$ cat src/rtl/sbus_frame_decoder_macros.svh
// Assertion macros shared by the SBUS frame decoder RTL.
// Expects clk and rst in the scope of the including module.
`ifndef SBUS_FRAME_DECODER_MACROS_SVH
`define SBUS_FRAME_DECODER_MACROS_SVH

// same-cycle implication
`define SBUSD_ASSERT_IMP(name, ante, cons) \
  name: assert property (@(posedge clk) disable iff (rst) (ante) |-> (cons)) \
    else $error("sbusd assertion failed");

// next-cycle implication
`define SBUSD_ASSERT_NXT(name, ante, cons) \
  name: assert property (@(posedge clk) disable iff (rst) (ante) |=> (cons)) \
    else $error("sbusd assertion failed");

`endif

$ cat src/rtl/sbusd_pkg.sv
// Package for the SBUS frame decoder: sizes, byte and status codes, and the
// structs passed between the collector, the unpacker and the top level.
`default_nettype none

package sbusd_pkg;

  localparam int FRAME_BYTES  = 25;
  localparam int NUM_CHANNELS = 16;
  localparam int CHANNEL_BITS = 11;

  localparam int FILL_W    = $clog2(FRAME_BYTES);
  localparam int SREG_W    = (FRAME_BYTES - 1) * 8;
  localparam int BIT_CNT_W = (CHANNEL_BITS > 1) ? $clog2(CHANNEL_BITS) : 1;

  localparam logic [7:0] START_BYTE = 8'h0F;
  localparam logic [7:0] END_BYTE   = 8'h00;

  localparam logic [1:0] STAT_CHAN      = 2'd0;
  localparam logic [1:0] STAT_BAD_START = 2'd1;
  localparam logic [1:0] STAT_BAD_END   = 2'd2;

  localparam logic [3:0] LAST_CH = 4'(NUM_CHANNELS - 1);

  typedef struct packed {
    logic       shift_in;
    logic       take_flags;
    logic       frame_done;
    logic       err_valid;
    logic [1:0] err_status;
  } col_t;

  typedef struct packed {
    logic                    emit;
    logic                    last;
    logic [3:0]              ch;
    logic [CHANNEL_BITS-1:0] value;
    logic [3:0]              flags;
  } emit_t;

endpackage

`default_nettype wire

$ cat src/rtl/sbusd_collect.sv
// Byte collector: counts frame bytes, checks start and end bytes and
// flags errors. Depends on sbusd_pkg.
`default_nettype none

module sbusd_collect (
  input  wire logic         clk,
  input  wire logic         rst,
  input  wire logic         accept,
  input  wire logic [7:0]   rx_byte,
  output sbusd_pkg::col_t   col
);
  import sbusd_pkg::*;

  localparam logic [FILL_W-1:0] LAST_FILL  = FILL_W'(FRAME_BYTES - 1);
  localparam logic [FILL_W-1:0] FLAGS_FILL = FILL_W'(FRAME_BYTES - 2);

  logic [FILL_W-1:0] fill;
  logic [FILL_W-1:0] fill_next;

  always_comb begin
    col       = '0;
    fill_next = fill;
    if (accept) begin
      if (fill == '0 && rx_byte != START_BYTE) begin
        col.err_valid  = 1'b1;
        col.err_status = STAT_BAD_START;
      end else if (fill == LAST_FILL && rx_byte != END_BYTE) begin
        col.err_valid  = 1'b1;
        col.err_status = STAT_BAD_END;
        fill_next      = '0;
      end else begin
        col.shift_in   = (fill != '0);
        col.take_flags = (fill == FLAGS_FILL);
        if (fill == LAST_FILL) begin
          col.frame_done = 1'b1;
          fill_next      = '0;
        end else begin
          fill_next = fill + 1'b1;
        end
      end
    end
  end

  always_ff @(posedge clk) begin
    if (rst) begin
      fill <= '0;
    end else begin
      fill <= fill_next;
    end
  end

endmodule

`default_nettype wire

$ cat src/rtl/sbusd_unpack.sv
// Bit-serial unpacker: frame bytes shift into a wide shift register, then
// channel values shift out one bit per cycle, LSB first. Depends on sbusd_pkg.
`default_nettype none

module sbusd_unpack (
  input  wire logic         clk,
  input  wire logic         rst,
  input  wire logic [7:0]   rx_byte,
  input  sbusd_pkg::col_t   col,
  output logic              running,
  output sbusd_pkg::emit_t  em
);
  import sbusd_pkg::*;

  localparam logic [BIT_CNT_W-1:0] LAST_BIT = BIT_CNT_W'(CHANNEL_BITS - 1);

  logic [SREG_W-1:0]       sreg;
  logic [CHANNEL_BITS-1:0] val;
  logic [CHANNEL_BITS:0]   val_wide;
  logic [CHANNEL_BITS-1:0] val_next;
  logic [3:0]              flags;
  logic [BIT_CNT_W-1:0]    bit_cnt;
  logic [3:0]              ch;

  assign val_wide = {sreg[0], val};
  assign val_next = val_wide[CHANNEL_BITS:1];

  always_comb begin
    em.emit  = running && (bit_cnt == LAST_BIT);
    em.last  = (ch == LAST_CH);
    em.ch    = ch;
    em.value = val_next;
    em.flags = flags;
  end

  always_ff @(posedge clk) begin
    if (rst) begin
      running <= 1'b0;
      bit_cnt <= '0;
      ch      <= '0;
    end else if (col.frame_done) begin
      running <= 1'b1;
      bit_cnt <= '0;
      ch      <= '0;
    end else if (running) begin
      if (bit_cnt == LAST_BIT) begin
        bit_cnt <= '0;
        ch      <= ch + 1'b1;
        if (ch == LAST_CH) begin
          running <= 1'b0;
        end
      end else begin
        bit_cnt <= bit_cnt + 1'b1;
      end
    end
  end

  // bits past the end of the frame shift in as zero
  always_ff @(posedge clk) begin
    if (col.shift_in) begin
      sreg <= {rx_byte, sreg[SREG_W-1:8]};
    end else if (running) begin
      sreg <= {1'b0, sreg[SREG_W-1:1]};
    end
    if (running) begin
      val <= val_next;
    end
    if (col.take_flags) begin
      flags <= rx_byte[3:0];
    end
  end

endmodule

`default_nettype wire

$ cat src/rtl/sbus_frame_decoder.sv
// SBUS frame decoder top level: collector, bit-serial unpacker and result
// registers. Depends on sbusd_pkg, sbusd_collect, sbusd_unpack and the macros.
//
// Usage: present one received byte on rx_byte with start high; it is taken
// at a clock edge where busy is low. Bytes of a frame may come at any pace.
// The first byte must be 0x0F and the final byte 0x00; a wrong byte there
// gives one error result (status bad start / bad end, last set) on the cycle
// after it is taken, and collection restarts with busy staying low.
// Middle bytes give no result.
// When the final byte is taken, busy rises for the unpack run: each channel
// value is shifted out of the frame shift register one bit per cycle.
// Each channel result sits on the result ports for one cycle with strobe
// high; the last one carries last. The receiver cannot stall.
// Reset (rst, synchronous) empties the frame count and stops any run;
// the frame shift register keeps its contents and needs no clearing.
`default_nettype none
`include "sbus_frame_decoder_macros.svh"

module sbus_frame_decoder (
  input  wire logic                            clk,
  input  wire logic                            rst,
  input  wire logic                            start,
  input  wire logic [7:0]                      rx_byte,
  output logic                                 busy,
  output logic                                 strobe,
  output logic [1:0]                           status,
  output logic [3:0]                           channel_index,
  output logic [sbusd_pkg::CHANNEL_BITS-1:0]   channel_value,
  output logic                                 digital_zero,
  output logic                                 digital_one,
  output logic                                 signal_lost,
  output logic                                 failsafe,
  output logic                                 last
);
  import sbusd_pkg::*;

  logic  accept;
  logic  running;
  col_t  col;
  emit_t em;

  assign accept = start && !busy;
  assign busy   = running;

  sbusd_collect u_collect (
    .clk     (clk),
    .rst     (rst),
    .accept  (accept),
    .rx_byte (rx_byte),
    .col     (col)
  );

  sbusd_unpack u_unpack (
    .clk     (clk),
    .rst     (rst),
    .rx_byte (rx_byte),
    .col     (col),
    .running (running),
    .em      (em)
  );

  always_ff @(posedge clk) begin
    if (rst) begin
      strobe <= 1'b0;
    end else begin
      strobe <= col.err_valid || em.emit;
    end
  end

  always_ff @(posedge clk) begin
    if (col.err_valid) begin
      status        <= col.err_status;
      channel_index <= '0;
      channel_value <= '0;
      digital_zero  <= 1'b0;
      digital_one   <= 1'b0;
      signal_lost   <= 1'b0;
      failsafe      <= 1'b0;
      last          <= 1'b1;
    end else if (em.emit) begin
      status        <= STAT_CHAN;
      channel_index <= em.ch;
      channel_value <= em.value;
      digital_zero  <= em.flags[0];
      digital_one   <= em.flags[1];
      signal_lost   <= em.flags[2];
      failsafe      <= em.flags[3];
      last          <= em.last;
    end
  end

  `SBUSD_ASSERT_IMP(a_err_is_last, strobe && status != STAT_CHAN, last)
  `SBUSD_ASSERT_IMP(a_last_chan_idx, strobe && status == STAT_CHAN && last,
                    channel_index == LAST_CH)
  `SBUSD_ASSERT_IMP(a_run_start_quiet, $rose(busy), !strobe)
  `SBUSD_ASSERT_IMP(a_mid_run_busy, strobe && !last, busy)

endmodule

`default_nettype wire
$ cat config.mk
export PLATFORM = sky130hd
export DESIGN_NAME = sbus_frame_decoder
export DESIGN_NICKNAME = d
export VERILOG_FILES = /design/src/rtl/sbusd_pkg.sv /design/src/rtl/sbusd_collect.sv /design/src/rtl/sbusd_unpack.sv /design/src/rtl/sbus_frame_decoder.sv
export VERILOG_INCLUDE_DIRS = /design/src /design/src/rtl
export SDC_FILE = /design/constraint.sdc
export NUM_CORES = 1
export LEC_CHECK = 0
export ABC_AREA = 1
export BUFFER_PORTS_ARGS = -buffer_cell sky130_fd_sc_hd__clkbuf_2
export CORE_AREA = 3 3 101 176
export CTS_BUF_LIST = sky130_fd_sc_hd__clkbuf_2 sky130_fd_sc_hd__clkbuf_4 sky130_fd_sc_hd__clkbuf_8
export CTS_CLUSTER_SIZE = 20
export DETAILED_ROUTE_END_ITERATION = 10
export DIE_AREA = 0 0 104 179
export GPL_TIMING_DRIVEN = 0
export PLACE_DENSITY = 0.81
export SLEW_MARGIN = 40
export SYNTH_ARGS = -nofsm -noshare
export SYNTH_HDL_FRONTEND = slang
export SYNTH_HIERARCHICAL = 1
export SYNTH_SLANG_ARGS = --single-unit
$ cat constraint.sdc
create_clock -name clk -period 9.1 [get_ports clk]
set_clock_uncertainty 0.05 [all_clocks]
set_input_delay 0.91 -clock clk [delete_from_list [all_inputs] [get_ports clk]]
set_output_delay 0.91 -clock clk [all_outputs]
set_load 0.005 [all_outputs]
# Yosys cells after proc, flatten, opt, wreduce, memory -nomap -nowiden
# Index checks and enable logic that the tools add are counted.
[op_classes]
n_mux = 17
reduce_logical = 14
add_sub_neg = 3
eq_ne = 5
bitwise = 1
[ops]
columns = ["cell", "count"]
rows = [
  ["two-way mux 192 bit", 2],
  ["two-way mux 3 bit", 4],
  ["== test 5 bit, second input constant", 2],
  ["two-way mux 5 bit", 2],
  ["adder 4 x 1 -> 4 bit, second input constant", 2],
  ["== test 4 bit, second input constant", 2],
  ["!= test 8 x 4 -> 1 bit, second input constant", 1],
  ["nonzero test 8 bit", 1],
  ["two-way mux 6 bit", 1],
  ["adder 5 x 1 -> 5 bit, second input constant", 1],
  ["zero test 5 bit", 1],
  ["two-way mux 1 bit", 5],
  ["nonzero test 5 bit", 1],
  ["logical AND 1 bit", 4],
  ["two-way mux 2 bit", 2],
  ["two-way mux 4 bit", 1],
  ["AND reduction 2 bit", 2],
  ["nonzero test 2 bit", 2],
  ["OR reduction 2 bit", 1],
  ["zero test 1 bit", 1],
  ["logical OR 1 bit", 1],
  ["NOT 1 bit", 1],
]
[totals]
in_bits = 11
word_cells = 56
register_bits = 244

# Longest topological paths before layout
# Gate-level depths: netlist (run 1).
[depth]
ltp_word = 6
mapped_depth = 12
mapped_depth_nobuf = 10

# By module
# Netlist (run 1), hierarchy kept.
[by_module_without_submodules]
columns = ["mod", "cells_each", "seq_area_each_um2", "area_each_um2", "instances"]
rows = [
  ["sbusd_unpack", 891, 6366.1, 9028.7, 1],
  ["sbus_frame_decoder", 137, 480.5, 949.7, 1],
  ["sbusd_collect", 78, 100.1, 478.0, 1],
]

# Worst setup path before layout (run 1)
# No wires, ideal clock.
[synth_path]
path_type = "input-to-reg"
start = "input rx_byte[3]"
end = "register u_unpack.sreg[0] (enable)"
t_arrival_ns = 5.978
setup_slack_ns = 2.512
setup_ns = 0.560
n_path_buf = 2
stages = 9
path_cell_list = "nor2_1 -> nand2_1 -> o31ai_2 -> nand2_1 -> nor2_1 -> inv_2 -> buf_2 -> buf_2 -> nand2_1"
[synth_rtl]
columns = ["item", "line_no", "text"]
rows = [
  ["from (decl)", "sbus_frame_decoder.sv:23", "input wire logic [7:0] rx_byte,"],
  ["to (signal assigned)", "sbusd_unpack.sv:61", "sreg <= {rx_byte, sreg[SREG_W-1:8]};"],
  ["to (signal assigned)", "sbusd_unpack.sv:63", "sreg <= {1'b0, sreg[SREG_W-1:1]};"],
  ["to (decl)", "sbusd_unpack.sv:17", "logic [SREG_W-1:0] sreg;"],
]

==> results_dict.tcl, run 1 <==
set metrics [dict create \
    fin_crit_sh_pct 40.4 \
    numCtsBuffers 35 \
    worstSkewPairLatency_ns 0.50 \
    synth_top_cell_area_share_pct 59.7 \
    final_cell_count_no_fill 1427 \
    vias_per_cell 5.10 \
    start_kind "flip-flop" \
    cp_slowest_stage_delay_ns 0.40 \
    synthTopCellsByArea "edfxtp_1, nand2_1, dfxtp_1, nor2_1, buf_2" \
    core_area_mm2 0.0164 \
    diodes 0 \
    cts.sinks 243 \
    wl_per_cell_um 13.3 \
    syn_inst 1106 \
    drcViolationCount 0 \
    multi_input_area_mm2 0.00301 \
    io_pins 35 \
    die_w_um 104 \
    vdd_drop_max_v 0.000183 \
    critical_path.most_common_cell "buf_12" \
    cp_slowest_cell "dfxtp_1" \
    dp_slack_ns 5.02 \
    htree_num_levels 2 \
    cts_tree "yes" \
    avgSynthCellArea_um2 9.45 \
    fin_nets 1196 \
    min_path_type "reg -> reg" \
    fill_cells 1253 \
    slew_headroom_pct 45.5 \
    fin_setup_tns_ns 0 \
    grt_max_degree 43 \
    finalMaxSlewViolations 0 \
    clkTransAtPathRegs_ns 0.07 \
    cp_max_fo 42 \
    cts_resized 0 \
    cts_setup_buffers 0 \
    antenna_found_initial 1 \
    status "completed" \
    synth_edf_count 208 \
    drive_gt1_share_pct 13.6 \
    reg2reg_from "u_collect/fill[0]" \
    seq_area_mm2 0.00695 \
    die_y_um 179 \
    placed_cells 1369 \
    grt_usage_pct 21.4 \
    yosysWarnings 6 \
    grt_overflow 0 \
    synth.most_common_cell "nand2_1" \
    startpoint "u_collect/fill[0]" \
    critPathArrivalTime_ns 3.81 \
    rrSetupSlack_ns 5.42 \
    synth_commonest_cells "nand2_1, edfxtp_1, nor2_1" \
    fmax_mhz 272 \
    netlist_area_mm2 0.0105 \
    ys_seq_elements 243 \
    p_leak_nw 5.16 \
    synth_ff_type "edfxtp_1" \
    setup_viol 0 \
    r2r_end "u_unpack/sreg[13]" \
    drt_first_iter_violations 412 \
    area_delta_synth_final_pct 11.9 \
    min_period_ns 3.68 \
    rsz0062_at_grt "false" \
    tightestPinTransition_ns 0.817 \
    synth_cell_types 28 \
    first_pass_iters 4 \
    maxCapViolations 0 \
    dp_hpwl_um 13000 \
    critical_path_class "reg -> reg" \
    cts_hold_buf 0 \
    synth_top_cell_by_area "edfxtp_1" \
    initial_core_util_pct 63.6 \
    grt_pass1_vias 7225 \
    worst_ep_required_time_ns 9.23 \
    hold_viol 0 \
    rows 62 \
    wl_um 19000 \
    worst_slack_ns 5.42 \
    drtAntennaViolNets 0 \
    vias 7274 \
    ys_seq_area_share_pct 66.4 \
    critPathCapture "u_unpack/sreg[13]" \
    worst-r2r-cell-count 15 \
    endpoint_kind "flip-flop" \
    cts_buffer_depth 3 \
    syn_nets 1120 \
    die-area_mm2 0.0186 \
    cts_root_buffer "clkbuf_8" \
    io_buffers 34 \
    synthArstFlopShare_pct 0 \
    grt_pass1_wl_um 32900 \
    place_congestion 0.809 \
    p_per_area_mw_per_mm2 215 \
    fin_util_pct 71.1 \
    worstPathCellList "inv_1 -> ha_1 -> nand4_1 -> inv_2 -> o31ai_2 -> nand2_1 -> nor2_1 -> inv_2 -> buf_2 -> buf_2 -> nand2_4 -> buf_12 -> buf_12 -> buf_12 -> buf_12" \
]
-- state kept, by name (all words and copies together) (netlist names) --
register,count
channel_index,4
failsafe,1
u_unpack/running,1
u_unpack/bit_cnt,4
digital_zero,1
signal_lost,1
u_collect/fill,5
u_unpack/sreg,192
u_unpack/ch,4
channel_value,11
strobe,1
status,2
u_unpack/val,10
u_unpack/flags,4
last,1
digital_one,1
-- kinds of logic after synthesis --
logic type	share of synthesized area, %
AO/OA/AOI/OAI	1.51
buffers and inverters	4.94
AND/OR/NAND/NOR	26.8
adder cells (fa/ha/maj)	0.359
flip-flops	66.4
-- routing by layer --
layer  routed length, um  up-vias  GRT usage (%)
met1                7600     3411           25.3
li1                    -     3667              -
met2               10100      151           39.6
met3                 733       43           3.50
met5                  13        -              0
met4                 523        2           7.82
-- layout by cell type, fill, tap and decap left out, types with 2 or more instances in the layout --
master    Yosys  layout
buf_12        0       5
buf_2        42      42
inv_2         8       8
clkbuf_1      2       2
clkinv_1      0       3
clkbuf_8      0      41
inv_1        51      51
ha_1          3       3
nor2_4        3       3
clkbuf_2      0      34
dfxtp_1      35      35
o21ai_0      14      14
buf_6         5       5
nand4_1       5       5
clkbuf_4      0      11
buf_4         2       2
clkinv_2      0       2
a21oi_1      11      11
nor3_1        2       2
nor2_1       57      57
nand3_1      14      14
nand2_1     632     631
edfxtp_1    208     208
nand2_4       2       3
-- power by group --
part           internal, mW  total [mW]  switching [mW]  leakage (nW)
Sequential             1.36        1.42          0.0540          2.21
Combinational        0.0845       0.265           0.180          2.59
Clock                 0.453       0.836           0.383         0.358
-- critical path: cells and delay by family, from the launching register on --
kind	cells	cell delay, ns
buf+inv	9	1.67
flops	1	0.40
compound gates	1	0.11
fa+ha+maj	1	0.25
simple gates	4	0.79
-- worst min-delay path by stage --
stage,from,end,cells past startpoint
after detailed placement,u_unpack/val[3],u_unpack/val[2],0
final,u_unpack/val[3],u_unpack/val[2],0
after global placement,u_unpack/val[10],u_unpack/val[9],0
after CTS,u_unpack/val[3],u_unpack/val[2],0
after global routing,u_unpack/val[7],u_unpack/val[6],0
after floorplan,u_unpack/val[2],u_unpack/val[1],0
-- stage by stage --
stage | instance area [um2] | power (mW) | hold slack [ns]
after floorplan | 10500 | 1.63 | 0.376
after global placement | 10900 | 1.71 | 0.387
after detailed placement | 11000 | 1.71 | 0.387
after CTS | 11700 | 2.54 | 0.403
after global routing | 11700 | 2.64 | 0.431
final | 11700 | 2.52 | 0.399
-- layout make-up --
type / instances / area share [%]
buffer: 51 / 2.47
clock inverter: 6 / 0.246
timing repair buffer: 39 / 2.31
tap: 224 / 2.40
clock buffer: 52 / 5.53
sequential: 243 / 59.4
multi-input combinational: 752 / 25.7
inverter: 60 / 1.95
No activity file was read; power rests on OpenSTA's default activity.
==> run 2, diff against run 1 <==
--- a/config.mk
+++ b/config.mk
@@ -8,13 +8,13 @@
 export LEC_CHECK = 0
 export ABC_AREA = 1
 export BUFFER_PORTS_ARGS = -buffer_cell sky130_fd_sc_hd__clkbuf_2
-export CORE_AREA = 3 3 101 176
+export CORE_AREA = 3 3 106 184
 export CTS_BUF_LIST = sky130_fd_sc_hd__clkbuf_2 sky130_fd_sc_hd__clkbuf_4 sky130_fd_sc_hd__clkbuf_8
 export CTS_CLUSTER_SIZE = 20
 export DETAILED_ROUTE_END_ITERATION = 10
-export DIE_AREA = 0 0 104 179
+export DIE_AREA = 0 0 109 187
 export GPL_TIMING_DRIVEN = 0
-export PLACE_DENSITY = 0.81
+export PLACE_DENSITY = 0.78
 export SLEW_MARGIN = 40
 export SYNTH_ARGS = -nofsm -noshare
 export SYNTH_HDL_FRONTEND = slang
==> constraint.sdc (replaced) <==
create_clock -name clk -period 3 [get_ports clk]
set_clock_uncertainty 0.05 [all_clocks]
set_input_delay 0.3 -clock clk [delete_from_list [all_inputs] [get_ports clk]]
set_output_delay 0.3 -clock clk [all_outputs]
set_load 0.005 [all_outputs]
==> run 2 against run 1 <==
Against the previous run:
- critical path depth decreased by 4
- non-clock buffer count rose by 8
- fmax up 37%
- combinational power rose to 3.2 times the previous value
- critical path type unchanged
- critical endpoint is now u_unpack/sreg[65]
==> results_dict.tcl, run 2 (synthesized netlist as in run 1, its figures left out) <==
set metrics [dict create \
    status "completed" \
    fin_crit_sh_pct 89.3 \
    worst_ep_required_time_ns 3.17 \
    initial_core_util_pct 57.7 \
    vias 7380 \
    maxCapViolations 0 \
    endpoint_kind "flip-flop" \
    p_comb_share_pct 11.0 \
    antenna_found_initial 0 \
    grt_max_degree 70 \
    drt_first_iter_violations 523 \
    fin_nets 1207 \
    die-area_mm2 0.0204 \
    io_pins 35 \
    grt_usage_pct 20.2 \
    cts.sinks 243 \
    io_buffers 34 \
    critical_path_class "reg -> reg" \
    vdd_drop_max_v 0.000454 \
    reg_top3 "u_unpack/sreg: 192 flops, channel_value: 11 flops, u_unpack/val: 10 flops" \
    p_per_area_mw_per_mm2 657 \
    mostFrequentLayoutCell "nand2_1" \
    cts_root_buffer "clkbuf_8" \
    min_period_ns 2.68 \
    reg2reg_from "u_collect/fill[0]" \
    first_pass_iters 5 \
    seq_area_mm2 0.00695 \
    worstSkewPairLatency_ns 0.53 \
    hp-start "rx_byte[6]" \
    fill_cells 1420 \
    clkTransAtPathRegs_ns 0.07 \
    critPathArrivalTime_ns 2.85 \
    placed_area_mm2 0.0110 \
    multi_input_area_mm2 0.00304 \
    diodes 0 \
    p_seq_share_pct 55.2 \
    dp_hpwl_um 12900 \
    startpoint "u_collect/fill[0]" \
    grt_overflow 0 \
    drtAntennaViolNets 0 \
    grt_pass1_wl_um 33600 \
    vias_per_cell 5.08 \
    p_sw_share_pct 25.8 \
    setup_viol 0 \
    drive_gt1_share_pct 13.9 \
    rsz0062_at_grt "false" \
    power_mw 7.80 \
    wl_per_cell_um 14.0 \
    cts_tree "yes" \
    wl_um 20300 \
    drcViolationCount 0 \
    slew_headroom_pct 61.9 \
    power_switching_mw 2.01 \
    min_path_type "in -> reg" \
    largest_reg_flops 192 \
    power_frac_clock_pct 33.8 \
    p_int_mw 5.79 \
    tightestPinTransition_ns 0.571 \
    hold_viol 0 \
    regMostFlops "u_unpack/sreg" \
    start_kind "flip-flop" \
    cts_buffer_depth 3 \
    fmax_mhz 373 \
    cp_max_fo 32 \
    grt_pass1_vias 7287 \
    place_congestion 0.799 \
    die_y_um 187 \
    post-route-cell-area_mm2 0.0119 \
    rows 65 \
    p_leak_nw 5.23 \
    numCtsBuffers 36 \
    finalMaxSlewViolations 0 \
    htree_num_levels 2 \
    die_w_um 109 \
    core_area_mm2 0.0181 \
    area_delta_synth_final_pct 13.6 \
    mostFrequentLayoutCells "nand2_1, edfxtp_1, nor2_1, inv_1, buf_2" \
]
[run 2: changes by cell type in the layout (fill, tap and decap cells not counted), moves of 2 or more]
cell | before | now
clkbuf_4 | 11 | 8
clkinv_2 | 2 | 6
buf_12 | 5 | 1
buf_16 | 0 | 2
dlygate4sd3_1 | 0 | 6
clkbuf_8 | 41 | 38
clkinv_1 | 3 | 10
buf_4 | 2 | 5
[run 2: power groups by stage]
stage | logic [mW] | clock network, mW | registers (mW)
after floorplan | 0.575 | 0 | 4.32
after CTS | 0.829 | 2.69 | 4.30
after global routing | 0.984 | 2.83 | 4.34
final | 0.857 | 2.64 | 4.30
after detailed placement | 0.794 | 0 | 4.37
after global placement | 0.737 | 0 | 4.38
[run 2: path summary, 6_finish.rpt]
check | to | slack [ns] | cells after the start
worst min register to register | u_unpack/val[8] | 0.41 | 0
worst max-delay path | u_unpack/sreg[65] | 0.32 | 11
worst max register to register | u_unpack/sreg[65] | 0.32 | 11
worst min-delay path | u_unpack/sreg[190] | 0.02 | 3
[run 2: final cells by class]
| type | count | share of cell area, % |
|---|---|---|
| clock inverters | 19 | 0.948 |
| multi-input cells | 754 | 25.6 |
| well taps | 234 | 2.47 |
| repair buffers | 48 | 3.25 |
| flip-flops and latches | 243 | 58.5 |
| clock buffers | 46 | 4.91 |
| plain buffers | 50 | 2.39 |
| inverters | 60 | 1.92 |
[run 2: worst max-delay path, cell delays in order (launching register included)]
cell and delay, ns:
dfxtp_1 0.40, inv_1 0.08, ha_1 0.24, nand4_1 0.19, inv_2 0.08, o31ai_2 0.10, nand2_1 0.11, nor2_2 0.21
inv_2 0.06, buf_2 0.31, nand2_8 0.17, bufbuf_16 0.36
[run 2: metal layers]
layer	vias to the layer above	wire (um)	track usage (%)	part of all wire [%]
met2	162	11000	36.2	54
li1	3695	-	-	-
met3	44	799	3.28	3.9
met1	3479	7970	24.0	39
met5	-	0	0	0
met4	0	541	7.29	2.7
[run 2: through the flow]
stage	util, %	worst slack (ns)	TNS [ns]	cells	hold slack [ns]
3_3_place_gp	60.3	-0.417	-78.54	1374	0.383
6_report	65.5	0.322	0	1454	0.0233
4_1_cts	65.0	0.00792	0	1449	0.00278
2_1_floorplan	-	0.187	0	1106	0.312
3_5_place_dp	60.6	-0.158	-19.46	1376	0.390
5_1_grt	65.5	0.101	0	1454	0.0477
[run 2: timing repair]
item	CTS	global route
hold buffers	6	0
setup buffers	0	4
setup endpoints to repair	133	133
gates cloned	2	2
pin swaps	1	1
hold endpoints to repair	8	0
gates resized for setup	1	0
==> run 3, diff against run 2 <==
--- a/config.mk
+++ b/config.mk
@@ -6,13 +6,13 @@
 export SDC_FILE = /design/constraint.sdc
 export NUM_CORES = 1
 export LEC_CHECK = 0
-export ABC_AREA = 1
+export ABC_AREA = 0
 export BUFFER_PORTS_ARGS = -buffer_cell sky130_fd_sc_hd__clkbuf_2
-export CORE_AREA = 3 3 106 184
+export CORE_AREA = 3 3 105 182
 export CTS_BUF_LIST = sky130_fd_sc_hd__clkbuf_2 sky130_fd_sc_hd__clkbuf_4 sky130_fd_sc_hd__clkbuf_8
 export CTS_CLUSTER_SIZE = 20
 export DETAILED_ROUTE_END_ITERATION = 10
-export DIE_AREA = 0 0 109 187
+export DIE_AREA = 0 0 108 185
 export GPL_TIMING_DRIVEN = 0
 export PLACE_DENSITY = 0.78
 export SLEW_MARGIN = 40
==> run 3 against run 2 <==
Against the previous run:
- hold slack improved by 0.047 ns
- highest routed layer unchanged
- register-to-register slack worse by 0.15 ns
- via count decreased by 29%
- sequential share of layout area is 1.5 points higher
- die area down 2.0%
- first-iteration DRC count decreased by 53%
- fmax is 5.4% lower
- critical endpoint is now u_unpack/sreg[88]
- utilization decreased by 0.072 points
- critical path type unchanged
- power decreased by 19%
- area after synthesis fell by 2.6%
- clock power hardly changed
- routed wire length is 15% lower
==> results_dict.tcl, run 3 <==
set metrics [dict create \
    rows 64 \
    ys_seq_area_share_pct 68.2 \
    fin_nets 696 \
    io_buffers 34 \
    yosysWarnings 6 \
    synth_edf_count 208 \
    p_comb_share_pct 0.9 \
    rsz0062_at_grt "false" \
    grt_max_degree 46 \
    grt_usage_pct 17.3 \
    wl_per_cell_um 18.4 \
    grt_pass1_wl_um 27600 \
    drcViolationCount 0 \
    numCtsBuffers 35 \
    synth.most_common_cell "edfxtp_1" \
    initial_core_util_pct 57.5 \
    diodes 0 \
    cp_slowest_cell "dfxtp_1" \
    p_per_area_mw_per_mm2 544 \
    htree_num_levels 2 \
    cts_tree "yes" \
    synthTopCellsByArea "edfxtp_1, mux2_2, dfxtp_1, mux2i_1, buf_2" \
    vias_per_cell 5.60 \
    worst_slack_ns 0.170 \
    power_switching_mw 1.20 \
    setup_viol 0 \
    grt_overflow 0 \
    antenna_found_initial 0 \
    netlist_area_mm2 0.0102 \
    vias 5255 \
    ys_seq_elements 243 \
    p_seq_share_pct 57.6 \
    p_int_mw 5.10 \
    synth_top_cell_area_share_pct 61.4 \
    synth_ff_type "edfxtp_1" \
    clkTransAtPathRegs_ns 0.07 \
    min_period_ns 2.83 \
    worstPathCellList "inv_1 -> ha_1 -> and4b_1 -> a211oi_4 -> buf_6 -> buf_6 -> or2_4 -> buf_16 -> buf_16" \
    cts.sinks 243 \
    dp_hpwl_um 11200 \
    power_frac_clock_pct 41.5 \
    dp_slack_ns -0.623 \
    drtAntennaViolNets 0 \
    mostFrequentLayoutCell "edfxtp_1" \
    cts_root_buffer "clkbuf_8" \
    finalMaxSlewViolations 0 \
    worstSkewPairLatency_ns 0.51 \
    mostFrequentLayoutCells "edfxtp_1, mux2_2, clkbuf_8, dfxtp_1, clkbuf_2" \
    use_met1_pct 19.6 \
    vdd_drop_max_v 0.000367 \
    start_kind "flip-flop" \
    largest_reg_flops 192 \
    cp_max_fo 41 \
    io_pins 35 \
    critPathArrivalTime_ns 2.98 \
    place_congestion 0.787 \
    power_mw 6.30 \
    p_leak_nw 3.90 \
    grt_pass1_vias 5633 \
    critical_path_class "reg -> reg" \
    worst_ep_required_time_ns 3.15 \
    p_sw_share_pct 19.1 \
    avgSynthCellArea_um2 17.0 \
    drt_first_iter_violations 248 \
    syn_nets 612 \
    syn_inst 598 \
    status "completed" \
    fmax_mhz 353 \
    die_y_um 185 \
    die_w_um 108 \
    synth_commonest_cells "edfxtp_1, mux2_2, dfxtp_1" \
    regMostFlops "u_unpack/sreg" \
    synth_cell_types 48 \
    reg_top3 "u_unpack/sreg: 192 flops, channel_value: 11 flops, u_unpack/val: 10 flops" \
    met3_usage_pct 2.72 \
    globalRoute.busiestLayer "met2" \
    maxCapViolations 0 \
    tightestPinTransition_ns 0.551 \
    slew_headroom_pct 63.3 \
    wl_um 17200 \
    core_area_mm2 0.0177 \
    use_met2_pct 32.1 \
    cp_slowest_stage_delay_ns 0.41 \
    first_pass_iters 6 \
    hold_viol 0 \
    endpoint_kind "flip-flop" \
    cts_buffer_depth 3 \
    synth_top_cell_by_area "edfxtp_1" \
    min_path_type "in -> reg" \
    fin_crit_sh_pct 94.3 \
    synthArstFlopShare_pct 0 \
    die-area_mm2 0.0200 \
    drive_gt1_share_pct 46.6 \
    area_delta_synth_final_pct 13.7 \
]
## run 3: power groups by stage
stage	sequential, mW	combinational [mW]	clock [mW]
2_1_floorplan	3.70	0.0301	0
3_3_place_gp	3.70	0.0500	0
3_5_place_dp	3.70	0.0524	0
4_1_cts	3.63	0.0574	2.70
5_1_grt	3.63	0.0633	2.82
6_report	3.63	0.0581	2.61
## run 3: cells by family (layout without fill, tap and decap cells)
group / after synthesis / count (layout) / synth area share, %
fa+ha+maj: 3 / 3 / 0.369
mux: 212 / 212 / 23.2
simple gates: 77 / 79 / 4.46
buf+inv: 36 / 144 / 1.77
compound gates: 26 / 26 / 1.88
xor+xnor: 1 / 1 / 0.0861
flops: 243 / 243 / 68.2
## run 3: final timing paths
check                         start            endpoint  slack, ns  cells past startpoint
hold reg to reg     u_unpack/val[4]     u_unpack/val[3]       0.40                      0
setup / recovery  u_collect/fill[0]   u_unpack/sreg[88]       0.17                      9
hold / removal           rx_byte[7]  u_unpack/sreg[191]       0.07                      2
setup reg to reg  u_collect/fill[0]   u_unpack/sreg[88]       0.17                      9
## run 3: routing by layer
metal | wire length [um] | part of all wire, % | vias to the layer above
met4 | 427 | 2.5 | 0
met5 | 0 | 0 | -
met3 | 527 | 3.1 | 33
met1 | 7010 | 41 | 2618
li1 | - | - | 2491
met2 | 9270 | 54 | 113
## run 3: timing repair
action                     4_1_cts  5_1_grt
pin swaps                        0        1
hold endpoints to repair         4        0
setup buffers                    0        3
setup endpoints to repair       73       66
hold buffers                     4        0
resized for setup                1        2
gates cloned                     3        0
## run 3: critical path, delay by kind of cell, from the launching register on
| family | cells | cell delay, ns |
|---|---|---|
| buf+inv | 5 | 0.94 |
| compound gates | 1 | 0.31 |
| fa+ha+maj | 1 | 0.29 |
| flops | 1 | 0.41 |
| simple gates | 2 | 0.49 |
## run 3: final cells by class
type                       instances  area (um2)
buffer                            31         174
clock buffer                      54         637
clock inverter                     9        72.6
fill                            1183        6120
inverter                           5        18.8
multi-input combinational        321        3090
sequential                       243        6950
tap                              231         289
timing repair buffer              45         340
## run 3: through the flow
stage	utilization (%)	std cells	hold WS, ns	area, um2	TNS (ns)
floorplan	-	598	0.322	10200	-95.29
global placement	60.3	863	0.388	10700	-223.64
detailed placement	60.8	867	0.391	10800	-43.79
CTS	65.2	936	0.0474	11500	0
global route	65.4	939	0.0578	11600	0
finish	65.4	939	0.0704	11600	0
